===== src/rtl/fixed_block_pool_allocator_core_macros.svh =====
// ----------------------------------------------------------------------------
// Assertion macros for the block pool allocator
// Concurrent checks clocked by clk; empty bodies when SYNTHESIS is defined.
// ----------------------------------------------------------------------------
`ifndef FIXED_BLOCK_POOL_ALLOCATOR_CORE_MACROS_SVH
`define FIXED_BLOCK_POOL_ALLOCATOR_CORE_MACROS_SVH

`ifndef SYNTHESIS
// check outside reset
`define FBPA_ASSERT(lbl, prop, msg) \
	lbl: assert property (@(posedge clk) disable iff (!arst_n) prop) else $error(msg);
// check that also holds while reset is applied
`define FBPA_ASSERT_NR(lbl, prop, msg) \
	lbl: assert property (@(posedge clk) prop) else $error(msg);
`else
`define FBPA_ASSERT(lbl, prop, msg)
`define FBPA_ASSERT_NR(lbl, prop, msg)
`endif

`endif


===== src/rtl/fbpa_pkg.sv =====
// ----------------------------------------------------------------------------
// fbpa_pkg
// Shared constants, codes and types of the block pool allocator.
// ----------------------------------------------------------------------------
package fbpa_pkg;

	localparam int MAX_BLOCKS = 1024;
	localparam int IDX_W      = $clog2(MAX_BLOCKS);
	localparam int LINK_W     = $clog2(MAX_BLOCKS + 1);
	localparam int ADDR_W     = 32;
	localparam int SIZE_W     = 16;
	localparam int CNT_W      = 11;
	localparam int PROD_W     = LINK_W + SIZE_W;
	localparam int DCNT_W     = $clog2(LINK_W);
	localparam int CFG_AW     = 4;
	localparam int CFG_DW     = 32;

	localparam logic [SIZE_W-1:0] SIZE_RST  = SIZE_W'(64);
	localparam logic [CNT_W-1:0]  COUNT_RST = CNT_W'(1024);

	typedef enum logic [1:0] {
		REG_POOL_BASE   = 2'd0,
		REG_BLOCK_SIZE  = 2'd1,
		REG_BLOCK_COUNT = 2'd2,
		REG_UNUSED      = 2'd3
	} fbpa_reg_t;

	typedef enum logic [1:0] {
		OP_ALLOC   = 2'd0,
		OP_RELEASE = 2'd1,
		OP_INIT    = 2'd2,
		OP_NOP     = 2'd3
	} fbpa_op_t;

	typedef enum logic [1:0] {
		STS_OK        = 2'd0,
		STS_CONFIG    = 2'd1,
		STS_EXHAUSTED = 2'd2,
		STS_BAD_INDEX = 2'd3
	} fbpa_status_t;

	typedef enum logic [3:0] {
		ST_CLEAR,
		ST_IDLE,
		ST_DECODE,
		ST_ALLOC_RD,
		ST_ALLOC_UPD,
		ST_REL_LIM,
		ST_REL_CHK,
		ST_REL_DIV,
		ST_REL_UPD,
		ST_INIT,
		ST_REPLY
	} fbpa_state_t;

	typedef struct packed {
		logic [1:0]        opcode;
		logic [ADDR_W-1:0] release_address;
	} fbpa_req_t;

	typedef struct packed {
		logic [1:0]        status;
		logic [ADDR_W-1:0] block_address;
		logic [CNT_W-1:0]  used_blocks;
		logic [CNT_W-1:0]  free_blocks;
	} fbpa_rsp_t;

	typedef struct packed {
		logic [ADDR_W-1:0] pool_base;
		logic [SIZE_W-1:0] block_size;
		logic [CNT_W-1:0]  block_count;
	} fbpa_cfg_t;

	// controller to datapath
	typedef struct packed {
		logic         sweep;
		logic         capture;
		logic         mul_cnt;
		logic         alloc_commit;
		logic         div_load;
		logic         div_step;
		logic         rel_commit;
		logic         reply;
		logic         addr_ok;
		fbpa_status_t status;
	} fbpa_cmd_t;

	// datapath to controller
	typedef struct packed {
		fbpa_op_t opcode;
		logic     cfg_ok;
		logic     exhausted;
		logic     over_limit;
		logic     div_last;
		logic     sweep_last;
	} fbpa_sts_t;

endpackage


===== src/rtl/fbpa_cfg.sv =====
// ----------------------------------------------------------------------------
// fbpa_cfg
// APB register file: pool base, block size and block count.
// ----------------------------------------------------------------------------
module fbpa_cfg (
	input  logic                      clk,
	input  logic                      arst_n,
	input  logic                      psel,
	input  logic                      penable,
	input  logic                      pwrite,
	input  logic [fbpa_pkg::CFG_AW-1:0] paddr,
	input  logic [fbpa_pkg::CFG_DW-1:0] pwdata,
	output logic [fbpa_pkg::CFG_DW-1:0] prdata,
	output logic                      pready,
	output fbpa_pkg::fbpa_cfg_t       cfg
);
	import fbpa_pkg::*;

	logic [ADDR_W-1:0] pool_base_q;
	logic [SIZE_W-1:0] block_size_q;
	logic [CNT_W-1:0]  block_count_q;
	logic              wr_en;
	fbpa_reg_t         reg_sel;

	assign pready  = 1'b1;
	assign wr_en   = psel && penable && pwrite;
	assign reg_sel = fbpa_reg_t'(paddr[3:2]);

	always_ff @(posedge clk or negedge arst_n) begin
		if (!arst_n) begin
			pool_base_q   <= '0;
			block_size_q  <= SIZE_RST;
			block_count_q <= COUNT_RST;
		end else if (wr_en) begin
			unique case (reg_sel)
				REG_POOL_BASE:   pool_base_q   <= pwdata[ADDR_W-1:0];
				REG_BLOCK_SIZE:  block_size_q  <= pwdata[SIZE_W-1:0];
				REG_BLOCK_COUNT: block_count_q <= pwdata[CNT_W-1:0];
				REG_UNUSED:      ;
			endcase
		end
	end

	always_comb begin
		unique case (reg_sel)
			REG_POOL_BASE:   prdata = CFG_DW'(pool_base_q);
			REG_BLOCK_SIZE:  prdata = CFG_DW'(block_size_q);
			REG_BLOCK_COUNT: prdata = CFG_DW'(block_count_q);
			REG_UNUSED:      prdata = '0;
		endcase
	end

	assign cfg.pool_base   = pool_base_q;
	assign cfg.block_size  = block_size_q;
	assign cfg.block_count = block_count_q;

endmodule


===== config.mk =====
export PLATFORM = sky130hd
export DESIGN_NAME = fbpa_cfg
export DESIGN_NICKNAME = d
export VERILOG_FILES = /design/src/rtl/fixed_block_pool_allocator_core_macros.svh /design/src/rtl/fbpa_pkg.sv /design/src/rtl/fbpa_cfg.sv
export SDC_FILE = /design/constraint.sdc
export NUM_CORES = 1
export LEC_CHECK = 0
export BUFFER_PORTS_ARGS = -buffer_cell sky130_fd_sc_hd__buf_2
export CAP_MARGIN = 40
export CORE_MARGIN = 2
export CORE_UTILIZATION = 35
export DETAILED_ROUTE_END_ITERATION = 8
export PLACE_DENSITY = 0.7
export SYNTH_ARGS = -nofsm -noshare
export SYNTH_HDL_FRONTEND = slang
export SYNTH_SLANG_ARGS = --single-unit

===== constraint.sdc =====
create_clock -name clk -period 1.8 [get_ports clk]
set_input_delay 0.36 -clock clk [delete_from_list [all_inputs] [get_ports clk]]
set_output_delay 0.36 -clock clk [all_outputs]
set_load 0.05 [all_outputs]

# After elaboration in Yosys (flattened, before gate mapping)
# Index checks and enable logic that the tools add are counted.
totals:
  reg_bits: 59
op_classes:
  n_reduce_logical: 6
  n_eq_ne: 3
  mux: 1
op_table:
  columns: ["operator", "n"]
  rows:
  - ["32-bit case mux with 4 select lines", 1]
  - ["2-bit AND reduction", 3]
  - ["2-bit equality test, second input constant", 2]
  - ["2-bit by 1-bit equality test with 1-bit output, second input constant", 1]
  - ["1-bit logical AND", 2]
  - ["2-bit logical NOT", 1]

# Depth between registers and ports, before layout
depth:
  word_depth: 3
  mapped_depth: 5
  ltp_nobuf: 3

# Worst setup path before layout
# No wires, ideal clock.
synth_timing:
  path_type: "input -> output"
  start: "input port paddr[2] (netlist name)"
  end: "output port prdata[1] (netlist name)"
  path_stages: 4
  t_required_ns: 1.440
  path_slack_ns: -0.508
  t_arrival_ns: 1.948
  path_cell_list: "buf_4 -> buf_4 -> mux2i_1 -> o21ai_0"
synth_between:
  elab_chain_len: 2
  word_cells_on_any_way: 5
  classes_between: "eq/ne: 3; mux: 1; reduce/logical: 1"
synth_lines:
  columns: ["item", "line_no", "text"]
  rows:
  - ["from (decl)", "fbpa_cfg.sv:11", "input logic [fbpa_pkg::CFG_AW-1:0] paddr,"]
  - ["2-bit equality test (tied with other cells)", "fbpa_cfg.sv:45", "unique case (reg_sel)"]
  - ["32-bit case mux with 4 select lines (*)", "fbpa_cfg.sv:45", null]
  - ["to (decl)", "fbpa_cfg.sv:13", "output logic [fbpa_pkg::CFG_DW-1:0] prdata,"]
# Mark *: on every way between the ends. The rest lies on a longest branch, timed or not.

# Worst setup path after layout
layout_timing:
  start: "input port paddr[2] (netlist name)"
  end: "output port prdata[4] (netlist name)"
# The elaborated chain is that of the path after synthesis.

==> flow_summary_export.csv <==
group,metric,value,unit
floorplanning,core_area,0.007331,mm²
floorplanning,die_h,91.69,µm
yosys,synth_area_leader_cell,"dfrtp_1",
power,p_comb_share,45.7,%
finish,multi_input_area,0.001174,mm²
setup_path,critPathArrivalTime,1.36,ns
setup_path,r2r-start,"pool_base_q[5]",
power,total_power,5453,µW
yosys,synth_cells,196,
cts,cts_tree,"built",
grt,grt_pass1_vias,2024,
yosys,synthDistinctLibCells,18,
cts,cts_sinks,59,
cts,cts.clk_slew.worst_paths,0.07,ns
setup_path,setup.worst_path.end_class,"output port",
outcome,status,"finished, final reports clean",
finish,seqCellArea,0.001479,mm²
grt,grt_pass1_wl,10.21,mm
cts,worstSkewPairLatency,0.32,ns
route,drc,0,
power,max-vdd-ir-drop,0.0007210,V
floorplanning,io_pins,133,
hold_path,hold_path.class,"input port to asynchronous set/reset pin",
cts,cts_max_path_buffers,2,
route,drtIter0Drc,38,
floorplanning,die_x,91.69,µm
sta,tns,0,ns
sta,drv_slew,0,
route,wl,6.338,mm
place,gp_congestion,0.6845,
yosys,ys_warn_count,0,
setup_path,startpoint,"paddr[2]",
grt,antenna_found_initial,0,
yosys,synth_top_area_share,53.00,%
sta,post-route-min-period,1.724,ns
grt,grt_usage,15.51,%
finish,final_core_util,51.56,%
cts,htree_levels,3,
place,post-dp-hpwl,4.805,mm
finish,fin_cells,446,
sta,hold-worst-slack,0.03548,ns
yosys,synthTopCellsByArea,"dfrtp_1, mux2_2, mux2i_1",
route,via_per_inst,4.592,
yosys,yosysSeqAreaShare,54.95,%
finish,syn_to_final_growth,40.45,%
power,power.internal,2902,µW
flow_run,drv_cap,0,
power,clkPwrFrac,20.1,%
yosys,synth_area,0.002691,mm²
yosys,synth.avg_cell_area,13.73,µm²
sta,clock_skew,0,ns
place,dp.cells,430,
power,switching_share,46.78,%
grt,grt_max_degree,34,
setup_path,critical_path_class,"input port to output port",
route,ant_nets,0,
yosys,synth_seq_cells,59,
cts,clockRootBuffer,"clkbuf_8",
finish,finalNetCount,383,
finish,drive_above_1_share,68.59,%
power,powerDensity,1443,mW/mm²
cts,numCtsBuffers,9,
route,firstDrtPassIters,3,
setup_path,timing.reg2reg.worst_path_depth,1,
sta,rsz0062_at_grt,"no",
sta,hold_violations,0,
cts,cts_hold_buffers,0,
floorplanning,initial_core_util,36.71,%
power,power_frac_seq,34.2,%
sta,setup_violations,0,
setup_path,start_kind,"input port",
sta,fin_crit_sh,95.80,%
finish,diodes,0,
finish,final_cell_mix,"buf_2, mux2_2, dfrtp_1",
route,vias,2048,
setup_path,critPathRequiredTime,1.44,ns
setup_path,critical_path.max_fanout,9,
sta,max_freq,0.5799,GHz
place,portBuffers,129,
power,p_sw,2551,µW
floorplanning,row_count,31,
finish,final_common_cell,"buf_2",
yosys,postSynthNetCount,237,
power,p_leak,0.001941,µW
finish,nFillCells,679,
route,avgRoutedWirePerCell,14.21,µm
grt,grt_overflow,0,
floorplanning,die_area,0.008407,mm²
## stage by stage
stage,setup WS [ns],instance area [µm²]
floorplan,-0.06663,2740
global placement,0.02464,3582
detailed placement,0.01923,3582
CTS,0.02004,3765
global route,0.009049,3780
finish,0.07553,3780
## state kept, by name, indices dropped and copies added, names as in the netlist
register,flops
pool_base_q,32
block_size_q,16
block_count_q,11
## routing by layer
metal  wire (µm)  vias up  GRT usage [%]  share of wire [%]
met1        2700      981          19.44                 43
met5           0        -              0                  0
li1            -      978              -                  -
met2        3140       79          25.86                 50
met3         413       10          3.862                6.5
met4          83        0          5.970                1.3
## power groups by stage
| stage | Clock, µW | Sequential, µW | Combinational (µW) |
|---|---|---|---|
| finish | 1100 | 1870 | 2490 |
| global route | 1200 | 1920 | 2590 |
| CTS | 1130 | 1870 | 2500 |
| detailed placement | 0 | 1890 | 2500 |
| global placement | 0 | 1880 | 2480 |
| floorplan | 0 | 2960 | 807 |
## cells in the mapped netlist
cell and n:
dfrtp_1 57, nor3_4 1, buf_2 1, dfstp_2 2
nor3b_4 2, and2_1 16, o21ai_0 11, mux2_1 2
buf_6 2, mux2_2 57, nor2b_1 1, conb_1 1
buf_4 7, mux2i_1 16, nand3_4 1, nand2_1 11
clkbuf_1 2, nor2_1 6
## worst max-delay path, stage by stage
cell and delay [ns]:
buf_2 0.29, buf_12 0.18, mux2i_1 0.23, o21ai_2 0.08, clkbuf_4 0.21
## kinds of logic (layout without fill, tap and decap cells)
family	Yosys count	count (layout)	synth area share, %
simple gates	38	38	8.973
compound gates	11	11	2.045
mux	75	75	30.64
buf+inv	12	163	3.254
other cells	1	1	0.1393
flops	59	59	54.95
## path summary, 6_finish.rpt
path / endpoint / slack (ns)
worst min-delay path: pool_base_q[9] / 0.04
min in group clk: pool_base_q[27] / 0.25
worst min register to register: pool_base_q[27] / 0.51
worst max-delay path: prdata[4] / 0.08
worst max register to register: pool_base_q[5] / 1.01
max in group asynchronous: pool_base_q[16] / 1.41
## cell type report
class	instances	share of cell area, %
Clock buffer	14	4.568
Timing Repair Buffer	147	21.71
Tap cell	99	3.277
Sequential cell	59	39.13
Clock inverter	2	0.2648
Multi-Input combinational cell	125	31.05
## repair_timing
action | in CTS | in global routing
buffers inserted | 0 | 0
setup endpoints to repair | 0 | 8
gates resized for setup | 0 | 6
Power figures use the tool's default switching activity.
