===== config.mk =====
export PLATFORM = sky130hd
export DESIGN_NAME = fbpa_ctrl
export DESIGN_NICKNAME = d
export VERILOG_FILES = /design/src/rtl/fbpa_pkg.sv /design/src/rtl/fbpa_ctrl.sv
export VERILOG_INCLUDE_DIRS = /design/src /design/src/rtl
export SDC_FILE = /design/constraint.sdc
export NUM_CORES = 1
export LEC_CHECK = 0
export ABC_AREA = 1
export BUFFER_PORTS_ARGS = -buffer_cell sky130_fd_sc_hd__buf_2
export CAP_MARGIN = 25
export CORE_UTILIZATION = 46
export CTS_BUF_LIST = sky130_fd_sc_hd__clkbuf_16
export DETAILED_ROUTE_END_ITERATION = 10
export PLACE_DENSITY = 0.76
export SLEW_MARGIN = 20
export SYNTH_ARGS = -nofsm -noshare
export SYNTH_HDL_FRONTEND = slang
export SYNTH_SLANG_ARGS = --single-unit

===== constraint.sdc =====
create_clock -name clk -period 1.35 [get_ports clk]
set_input_delay 0.405 -clock clk [delete_from_list [all_inputs] [get_ports clk]]
set_output_delay 0.405 -clock clk [all_outputs]
set_load 0.05 [all_outputs]

===== src/rtl/fixed_block_pool_allocator_core_macros.svh =====
// ----------------------------------------------------------------------------
// Assertion macros for the block pool allocator
// Concurrent checks clocked by clk; empty bodies when SYNTHESIS is defined.
// ----------------------------------------------------------------------------
`ifndef FIXED_BLOCK_POOL_ALLOCATOR_CORE_MACROS_SVH
`define FIXED_BLOCK_POOL_ALLOCATOR_CORE_MACROS_SVH

`ifndef SYNTHESIS
// check outside reset
`define FBPA_ASSERT(lbl, prop, msg) \
	lbl: assert property (@(posedge clk) disable iff (!arst_n) prop) else $error(msg);
// check that also holds while reset is applied
`define FBPA_ASSERT_NR(lbl, prop, msg) \
	lbl: assert property (@(posedge clk) prop) else $error(msg);
`else
`define FBPA_ASSERT(lbl, prop, msg)
`define FBPA_ASSERT_NR(lbl, prop, msg)
`endif

`endif


===== src/rtl/fbpa_pkg.sv =====
// ----------------------------------------------------------------------------
// fbpa_pkg
// Shared constants, codes and types of the block pool allocator.
// ----------------------------------------------------------------------------
package fbpa_pkg;

	localparam int MAX_BLOCKS = 1024;
	localparam int IDX_W      = $clog2(MAX_BLOCKS);
	localparam int LINK_W     = $clog2(MAX_BLOCKS + 1);
	localparam int ADDR_W     = 32;
	localparam int SIZE_W     = 16;
	localparam int CNT_W      = 11;
	localparam int PROD_W     = LINK_W + SIZE_W;
	localparam int DCNT_W     = $clog2(LINK_W);
	localparam int CFG_AW     = 4;
	localparam int CFG_DW     = 32;

	localparam logic [SIZE_W-1:0] SIZE_RST  = SIZE_W'(64);
	localparam logic [CNT_W-1:0]  COUNT_RST = CNT_W'(1024);

	typedef enum logic [1:0] {
		REG_POOL_BASE   = 2'd0,
		REG_BLOCK_SIZE  = 2'd1,
		REG_BLOCK_COUNT = 2'd2,
		REG_UNUSED      = 2'd3
	} fbpa_reg_t;

	typedef enum logic [1:0] {
		OP_ALLOC   = 2'd0,
		OP_RELEASE = 2'd1,
		OP_INIT    = 2'd2,
		OP_NOP     = 2'd3
	} fbpa_op_t;

	typedef enum logic [1:0] {
		STS_OK        = 2'd0,
		STS_CONFIG    = 2'd1,
		STS_EXHAUSTED = 2'd2,
		STS_BAD_INDEX = 2'd3
	} fbpa_status_t;

	typedef enum logic [3:0] {
		ST_CLEAR,
		ST_IDLE,
		ST_DECODE,
		ST_ALLOC_RD,
		ST_ALLOC_UPD,
		ST_REL_LIM,
		ST_REL_CHK,
		ST_REL_DIV,
		ST_REL_UPD,
		ST_INIT,
		ST_REPLY
	} fbpa_state_t;

	typedef struct packed {
		logic [1:0]        opcode;
		logic [ADDR_W-1:0] release_address;
	} fbpa_req_t;

	typedef struct packed {
		logic [1:0]        status;
		logic [ADDR_W-1:0] block_address;
		logic [CNT_W-1:0]  used_blocks;
		logic [CNT_W-1:0]  free_blocks;
	} fbpa_rsp_t;

	typedef struct packed {
		logic [ADDR_W-1:0] pool_base;
		logic [SIZE_W-1:0] block_size;
		logic [CNT_W-1:0]  block_count;
	} fbpa_cfg_t;

	// controller to datapath
	typedef struct packed {
		logic         sweep;
		logic         capture;
		logic         mul_cnt;
		logic         alloc_commit;
		logic         div_load;
		logic         div_step;
		logic         rel_commit;
		logic         reply;
		logic         addr_ok;
		fbpa_status_t status;
	} fbpa_cmd_t;

	// datapath to controller
	typedef struct packed {
		fbpa_op_t opcode;
		logic     cfg_ok;
		logic     exhausted;
		logic     over_limit;
		logic     div_last;
		logic     sweep_last;
	} fbpa_sts_t;

endpackage


===== src/rtl/fbpa_ctrl.sv =====
// ----------------------------------------------------------------------------
// fbpa_ctrl
// Sequencer: decodes an item, steps the datapath and issues the reply.
// ----------------------------------------------------------------------------
`include "fixed_block_pool_allocator_core_macros.svh"

module fbpa_ctrl (
	input  logic                clk,
	input  logic                arst_n,
	input  logic                start,
	output logic                busy,
	input  fbpa_pkg::fbpa_sts_t sts,
	output fbpa_pkg::fbpa_cmd_t cmd
);
	import fbpa_pkg::*;

	fbpa_state_t  state_q, state_d;
	fbpa_status_t status_q, status_d;
	logic         addr_ok_q, addr_ok_d;

	always_ff @(posedge clk or negedge arst_n) begin
		if (!arst_n) begin
			state_q   <= ST_CLEAR;
			status_q  <= STS_OK;
			addr_ok_q <= 1'b0;
		end else begin
			state_q   <= state_d;
			status_q  <= status_d;
			addr_ok_q <= addr_ok_d;
		end
	end

	always_comb begin
		state_d     = state_q;
		status_d    = status_q;
		addr_ok_d   = addr_ok_q;
		cmd         = '0;
		cmd.status  = status_q;
		cmd.addr_ok = addr_ok_q;
		unique case (state_q)
			ST_CLEAR: begin
				cmd.sweep = 1'b1;
				if (sts.sweep_last) begin
					state_d = ST_IDLE;
				end
			end
			ST_IDLE: begin
				if (start) begin
					cmd.capture = 1'b1;
					status_d    = STS_OK;
					addr_ok_d   = 1'b0;
					state_d     = ST_DECODE;
				end
			end
			ST_DECODE: begin
				unique case (sts.opcode)
					OP_ALLOC: begin
						if (!sts.cfg_ok) begin
							status_d = STS_CONFIG;
							state_d  = ST_REPLY;
						end else if (sts.exhausted) begin
							status_d = STS_EXHAUSTED;
							state_d  = ST_REPLY;
						end else begin
							state_d = ST_ALLOC_RD;
						end
					end
					OP_RELEASE: begin
						if (!sts.cfg_ok) begin
							status_d = STS_CONFIG;
							state_d  = ST_REPLY;
						end else begin
							state_d = ST_REL_LIM;
						end
					end
					OP_INIT: begin
						if (!sts.cfg_ok) begin
							status_d = STS_CONFIG;
							state_d  = ST_REPLY;
						end else begin
							state_d = ST_INIT;
						end
					end
					OP_NOP: begin
						state_d = ST_REPLY;
					end
				endcase
			end
			ST_ALLOC_RD: begin
				state_d = ST_ALLOC_UPD;
			end
			ST_ALLOC_UPD: begin
				cmd.alloc_commit = 1'b1;
				addr_ok_d        = 1'b1;
				state_d          = ST_REPLY;
			end
			ST_REL_LIM: begin
				cmd.mul_cnt = 1'b1;
				state_d     = ST_REL_CHK;
			end
			ST_REL_CHK: begin
				if (sts.over_limit) begin
					status_d = STS_BAD_INDEX;
					state_d  = ST_REPLY;
				end else begin
					cmd.div_load = 1'b1;
					state_d      = ST_REL_DIV;
				end
			end
			ST_REL_DIV: begin
				cmd.div_step = 1'b1;
				if (sts.div_last) begin
					state_d = ST_REL_UPD;
				end
			end
			ST_REL_UPD: begin
				cmd.rel_commit = 1'b1;
				state_d        = ST_REPLY;
			end
			ST_INIT: begin
				cmd.sweep = 1'b1;
				if (sts.sweep_last) begin
					state_d = ST_REPLY;
				end
			end
			ST_REPLY: begin
				cmd.reply = 1'b1;
				state_d   = ST_IDLE;
			end
			default: begin
				state_d = ST_IDLE;
			end
		endcase
	end

	assign busy = (state_q != ST_IDLE);

	`FBPA_ASSERT_NR(a_busy_in_reset, !arst_n |=> busy, "idle while reset is applied")
	`FBPA_ASSERT(a_start_decodes, (state_q == ST_IDLE && start) |=> (state_q == ST_DECODE),
		"accepted item did not reach decode")
	`FBPA_ASSERT(a_busy_falls, $fell(busy) |-> ($past(state_q) == ST_REPLY ||
		$past(state_q) == ST_CLEAR), "busy dropped without reply or end of clear pass")
	`FBPA_ASSERT(a_div_runs, (state_q == ST_REL_DIV && !sts.div_last) |=>
		(state_q == ST_REL_DIV), "divider left before its last step")

endmodule


; After elaboration in Yosys (flattened, before gate mapping)
; Index checks and enable logic that the tools add are counted.
[word_totals]
ff_bits = 7
inputBits = 10
output_inout_bits = 12
wordCells = 65
[classes]
n_eq_ne = 22
n_mux = 30
reduce_logical = 10
[op_table]
columns = cell, count
row1 = $pmux 4 s9, 1
row2 = $mux 4, 8
row3 = $eq 4x3->1 const B, 4
row4 = $pmux 4 s4, 1
row5 = $eq 4x4->1 const B, 3
row6 = $mux 2, 6
row7 = $mux 1, 11
row8 = $ne 2x2->1 const B, 5
row9 = $eq 4x2->1 const B, 2
row10 = $pmux 2 s3, 1
row11 = $reduce_and 6->1, 1
row12 = $reduce_or 2->1, 3
row13 = $eq 2x2->1 const B, 2
row14 = $eq 4x1->1 const B, 1
row15 = $logic_not 4->1, 1
row16 = $ne 4x1->1 const B, 1
row17 = $ne 4x4->1 const B, 1
row18 = $pmux 2 s2, 1
row19 = $reduce_and 4->1, 1
row20 = $ne 3x2->1 const B, 1
row21 = $ne 3x3->1 const B, 1
row22 = $reduce_bool 3->1, 1
row23 = $eq 2x1->1 const B, 1
row24 = $logic_not 2->1, 1
row25 = other kinds (3), 3

; Longest topological paths before layout
[depth]
depth_word = 4
depth_mapped = 10
mapped_depth_nobuf = 10

; Worst setup path after synthesis
; OpenSTA, ideal clock, no wires.
[synth_path]
path_kind = reg2out
from = reg state_q[0]
to = out cmd[10] in the netlist's numbering
arrival_ps = 1800
required_time_ps = 945
setup_slack_ps = -855
stages_incl_launch_ff = 5
path_buffers = 0
path_cell_list = dfrtp_1 -> inv_1 -> nor2_4 -> inv_1 -> o21ai_0
[synth_rtl]
columns = element, line
row1 = start: declaration, fbpa_ctrl.sv:17  ; fbpa_state_t state_q, state_d;
row2 = start signal: assignment, fbpa_ctrl.sv:27  ; state_q <= state_d;
row3 = end: declaration, fbpa_ctrl.sv:13  ; output fbpa_pkg::fbpa_cmd_t cmd

==> flow_results.org <==
** Floorplan
- The region available for standard cell placement spans 1560 um2.
- Count of boundary I/O pins :: 22
- The die is 43.5 um wide.
- Starting Density :: 50.8%
- Measured along the y axis, the die boundary spans 43.5 um.
- After floorplanning, the core was divided into 14 placement rows.
- Die area :: 1890 um2

** Routing
- Before antenna repair, the detailed router went through 8 iterations.
- In this run, the number of DRC markers left after iteration 0 of detailed routing was 107.
- Post-Route WL :: 4510 um
- Per-cell via count in the routed design :: 6.33
- After detailed routing, the average wire length per cell comes to 22.7 um.
- The detailed router placed 1260 vias in this run.
- In this run the remaining antenna-violating nets after routing total 0.
- In the routed design, unresolved DRC markers number 4.

** Placement
- Port Buffers :: 21
- After detailed placement, the design holds a cell count of 182.
- Post-detail-place hpwl :: 1780 um
- The congestion estimate from routability-driven global placement came to 0.901.

** Pwr
- Overall power :: 3.91 mW
- Pwr dens :: 2650 nW/um2
- Summed over all cells, the static leakage comes to 0.824 nW.
- Peak supply drop :: 0.00208 V

** Worst setup path
- STA classifies the critical path startpoint as a flop.
- Critical Path AT :: 1.32 ns
- Of all nets on the critical path, the largest fanout is 6.
- Data on the critical path is required at its endpoint by 0.95 ns.
- CP Class :: flop to output pin
- The worst setup path is captured at an output pin.

** STA
- Setup repair after global routing could not meet its margin everywhere.
- Highest Clock Rate :: 579 MHz
- Hold violation total from the final report :: 0
- Final period demand of the worst path :: 1.73 ns
- Adding up every negative setup slack in the final design gives -4.40 ns.
- Normalized max-slew margin :: 82.1%
- Final worst slack :: -0.378 ns
- Setup violations remaining at the end of the flow were counted as 16.
- The final critical path takes up 128% of the cycle.
- Slew at the pin with the worst max-slew slack :: 0.270 ns
- Pins over their slew limit :: 0
- Final worst clock skew :: 0.00217 ns

** Synthesis
- Area share of the largest cell type after synthesis :: 22.1%
- Net Count, Synth :: 140
- Main area contributors after synthesis :: dfrtp_1 (22%), nand2_1 (18%), inv_1 (9.0%)
- Register bit count reported by yosys :: 7
- Combined area of all synthesized cells :: 792 um2
- Library cell occupying the most area in the post-synthesis netlist :: dfrtp_1
- A synthesized cell averages 6.34 um2.
- Register area share after synthesis :: 22.1%
- The synthesized netlist contains 17 unique library cells.
- Instance count of the mapped netlist :: 125
- Number of warning messages in the yosys log :: 0

** Global route
- Global-route wire length before repair :: 5010 um
- Largest net degree at the start of global routing :: 8
- Combined global-route utilization of all metal layers :: 37.0%
- The initial antenna violation count was 0.
- Global-route congestion overflow total :: 0
- The via count of the first global-routing pass came to 1107.

** Final layout
- For this run, the number of standard cells in the final layout without fillers is 199.
- Net count reported at finish :: 199
- Filler Cell Count :: 46
- The number of antenna diodes in the final layout is 0.
- Synth-to-layout area growth :: 86.1%
- Share of final-layout standard cells stronger than drive strength 1 :: 56.3%
- Measured on the finished design, the core utilization comes to 94.5%.

** CTS
- Total clock sinks :: 7
- Clock tree from TritonCTS :: yes
- Skew-Pair Late Insertion Delay :: 0.24 ns
- Buffer cell driving the clock tree root :: clkbuf_16
- Total clock buffers created by CTS :: 3
- In this run the number of H-tree levels came out at 1.
- In this run the deepest clock path goes through 2 buffers.
- Clock transition at path regs :: 0.04 ns
- For this design, the CTS-stage hold fixing added 0 buffers.

** Run status
- The final reports fail on design-rule violations, negative setup slack.
- Result of the run :: finished with violations

** Run
- Total of max-cap violations :: 0

** Worst hold path
- Class of the worst hold path :: primary input to async pin
==> synthesized netlist by cell type <==
cell type  instances
nor2_1            10
nand4_1            5
o21ai_0            4
inv_2              5
inv_1             19
ha_1               5
o21ai_2            1
nand3_1            9
nand3_2            3
nand2_2            6
nand3b_1           1
a21oi_1            3
buf_4              2
nor2_2             1
nor2_4             6
dfrtp_1            7
nand2_1           38
==> state kept, by name (all words and copies together), names as in the netlist <==
signal / flops
addr_ok_q: 1
state_q: 4
status_q: 2
==> where the power goes <==
group	total, mW	internal, mW	switching [mW]
logic	2.93	1.14	1.80
clock network	0.519	0.387	0.132
registers	0.460	0.314	0.146
==> cells by family after synthesis <==
group / share of synthesized area (%)
AND/OR/NAND/NOR: 51.2
buffers and inverters: 13.3
AO/OA/AOI/OAI: 5.53
flip-flops: 22.1
adder cells (fa/ha/maj): 7.90
==> per-layer routing <==
metal	global-route usage (%)	share of wire, %	routed length [um]	vias to the layer above
met1	38.3	31	1410	535
li1	-	-	-	504
met3	6.25	12	557	70
met4	26.3	13	575	0
met2	67.0	44	1970	151
met5	0	0	0	-
==> critical path: stages, from the launching register on <==
cell and delay, ns:
dfrtp_2 0.47, nor2_4 0.19, inv_2 0.10, o21ai_4 0.15
buf_6 0.18
==> cell type report <==
class                      instances  area [um2]  area share (%)
multi-input combinational         92         617            41.9
timing repair buffer              56         479            32.5
sequential                         7         180            12.2
inverter                          24        98.8            6.71
clock buffer                       3        75.1            5.09
tap                               16        20.0            1.36
clock inverter                     1        3.75           0.255
==> stage by stage <==
stage	hold slack, ns	instance area [um2]	setup WS, ns
6_report	0.00913	1470	-0.378
5_1_grt	0.00568	1470	-0.518
4_1_cts	0.00419	1380	-0.312
3_5_place_dp	0.242	1130	-0.237
3_3_place_gp	0.238	1130	-0.158
2_1_floorplan	0.109	853	-0.180
==> final timing paths <==
check,start,to,slack (ns),cells after the start
max in group asynchronous,arst_n,state_q[3],1.15,1
worst max-delay path,state_q[1],cmd[10],-0.38,4
worst max register to register,state_q[1],state_q[3],-0.33,10
worst min-delay path,arst_n,status_q[1],0.009,1
min in group clk,sts[1],state_q[1],0.56,4
worst min register to register,status_q[1],status_q[1],0.56,2
==> cell usage in the layout, fill, tap and decap left out <==
cell	synthesis	routed
a21oi_1	3	2
nand4_1	5	5
buf_12	0	2
clkbuf_16	0	3
buf_4	2	29
nand3_1	9	8
buf_8	0	4
nor2_4	6	10
nand2_2	6	5
inv_2	5	8
o21ai_4	0	1
nand3b_1	1	1
buf_2	0	12
nor2_1	10	6
nand2_4	0	4
o21ai_2	1	2
nand2_8	0	1
inv_1	19	14
dfrtp_1	7	3
nand3_4	0	1
inv_4	0	2
o21ai_0	4	2
nor2_2	1	1
nand2_1	38	34
ha_1	5	5
dfrtp_2	0	4
nand3_2	3	3
buf_6	0	9
clkinvlp_4	0	1
a21oi_2	0	1
==> what timing repair did <==
| item | 4_1_cts | 5_1_grt |
|---|---|---|
| endpoints found under the setup margin | 13 | 16 |
| gates resized for setup | 30 | 17 |
| pin swaps | 12 | 10 |
| setup buffers | 10 | 4 |
(Power assumes the default switching activity.)
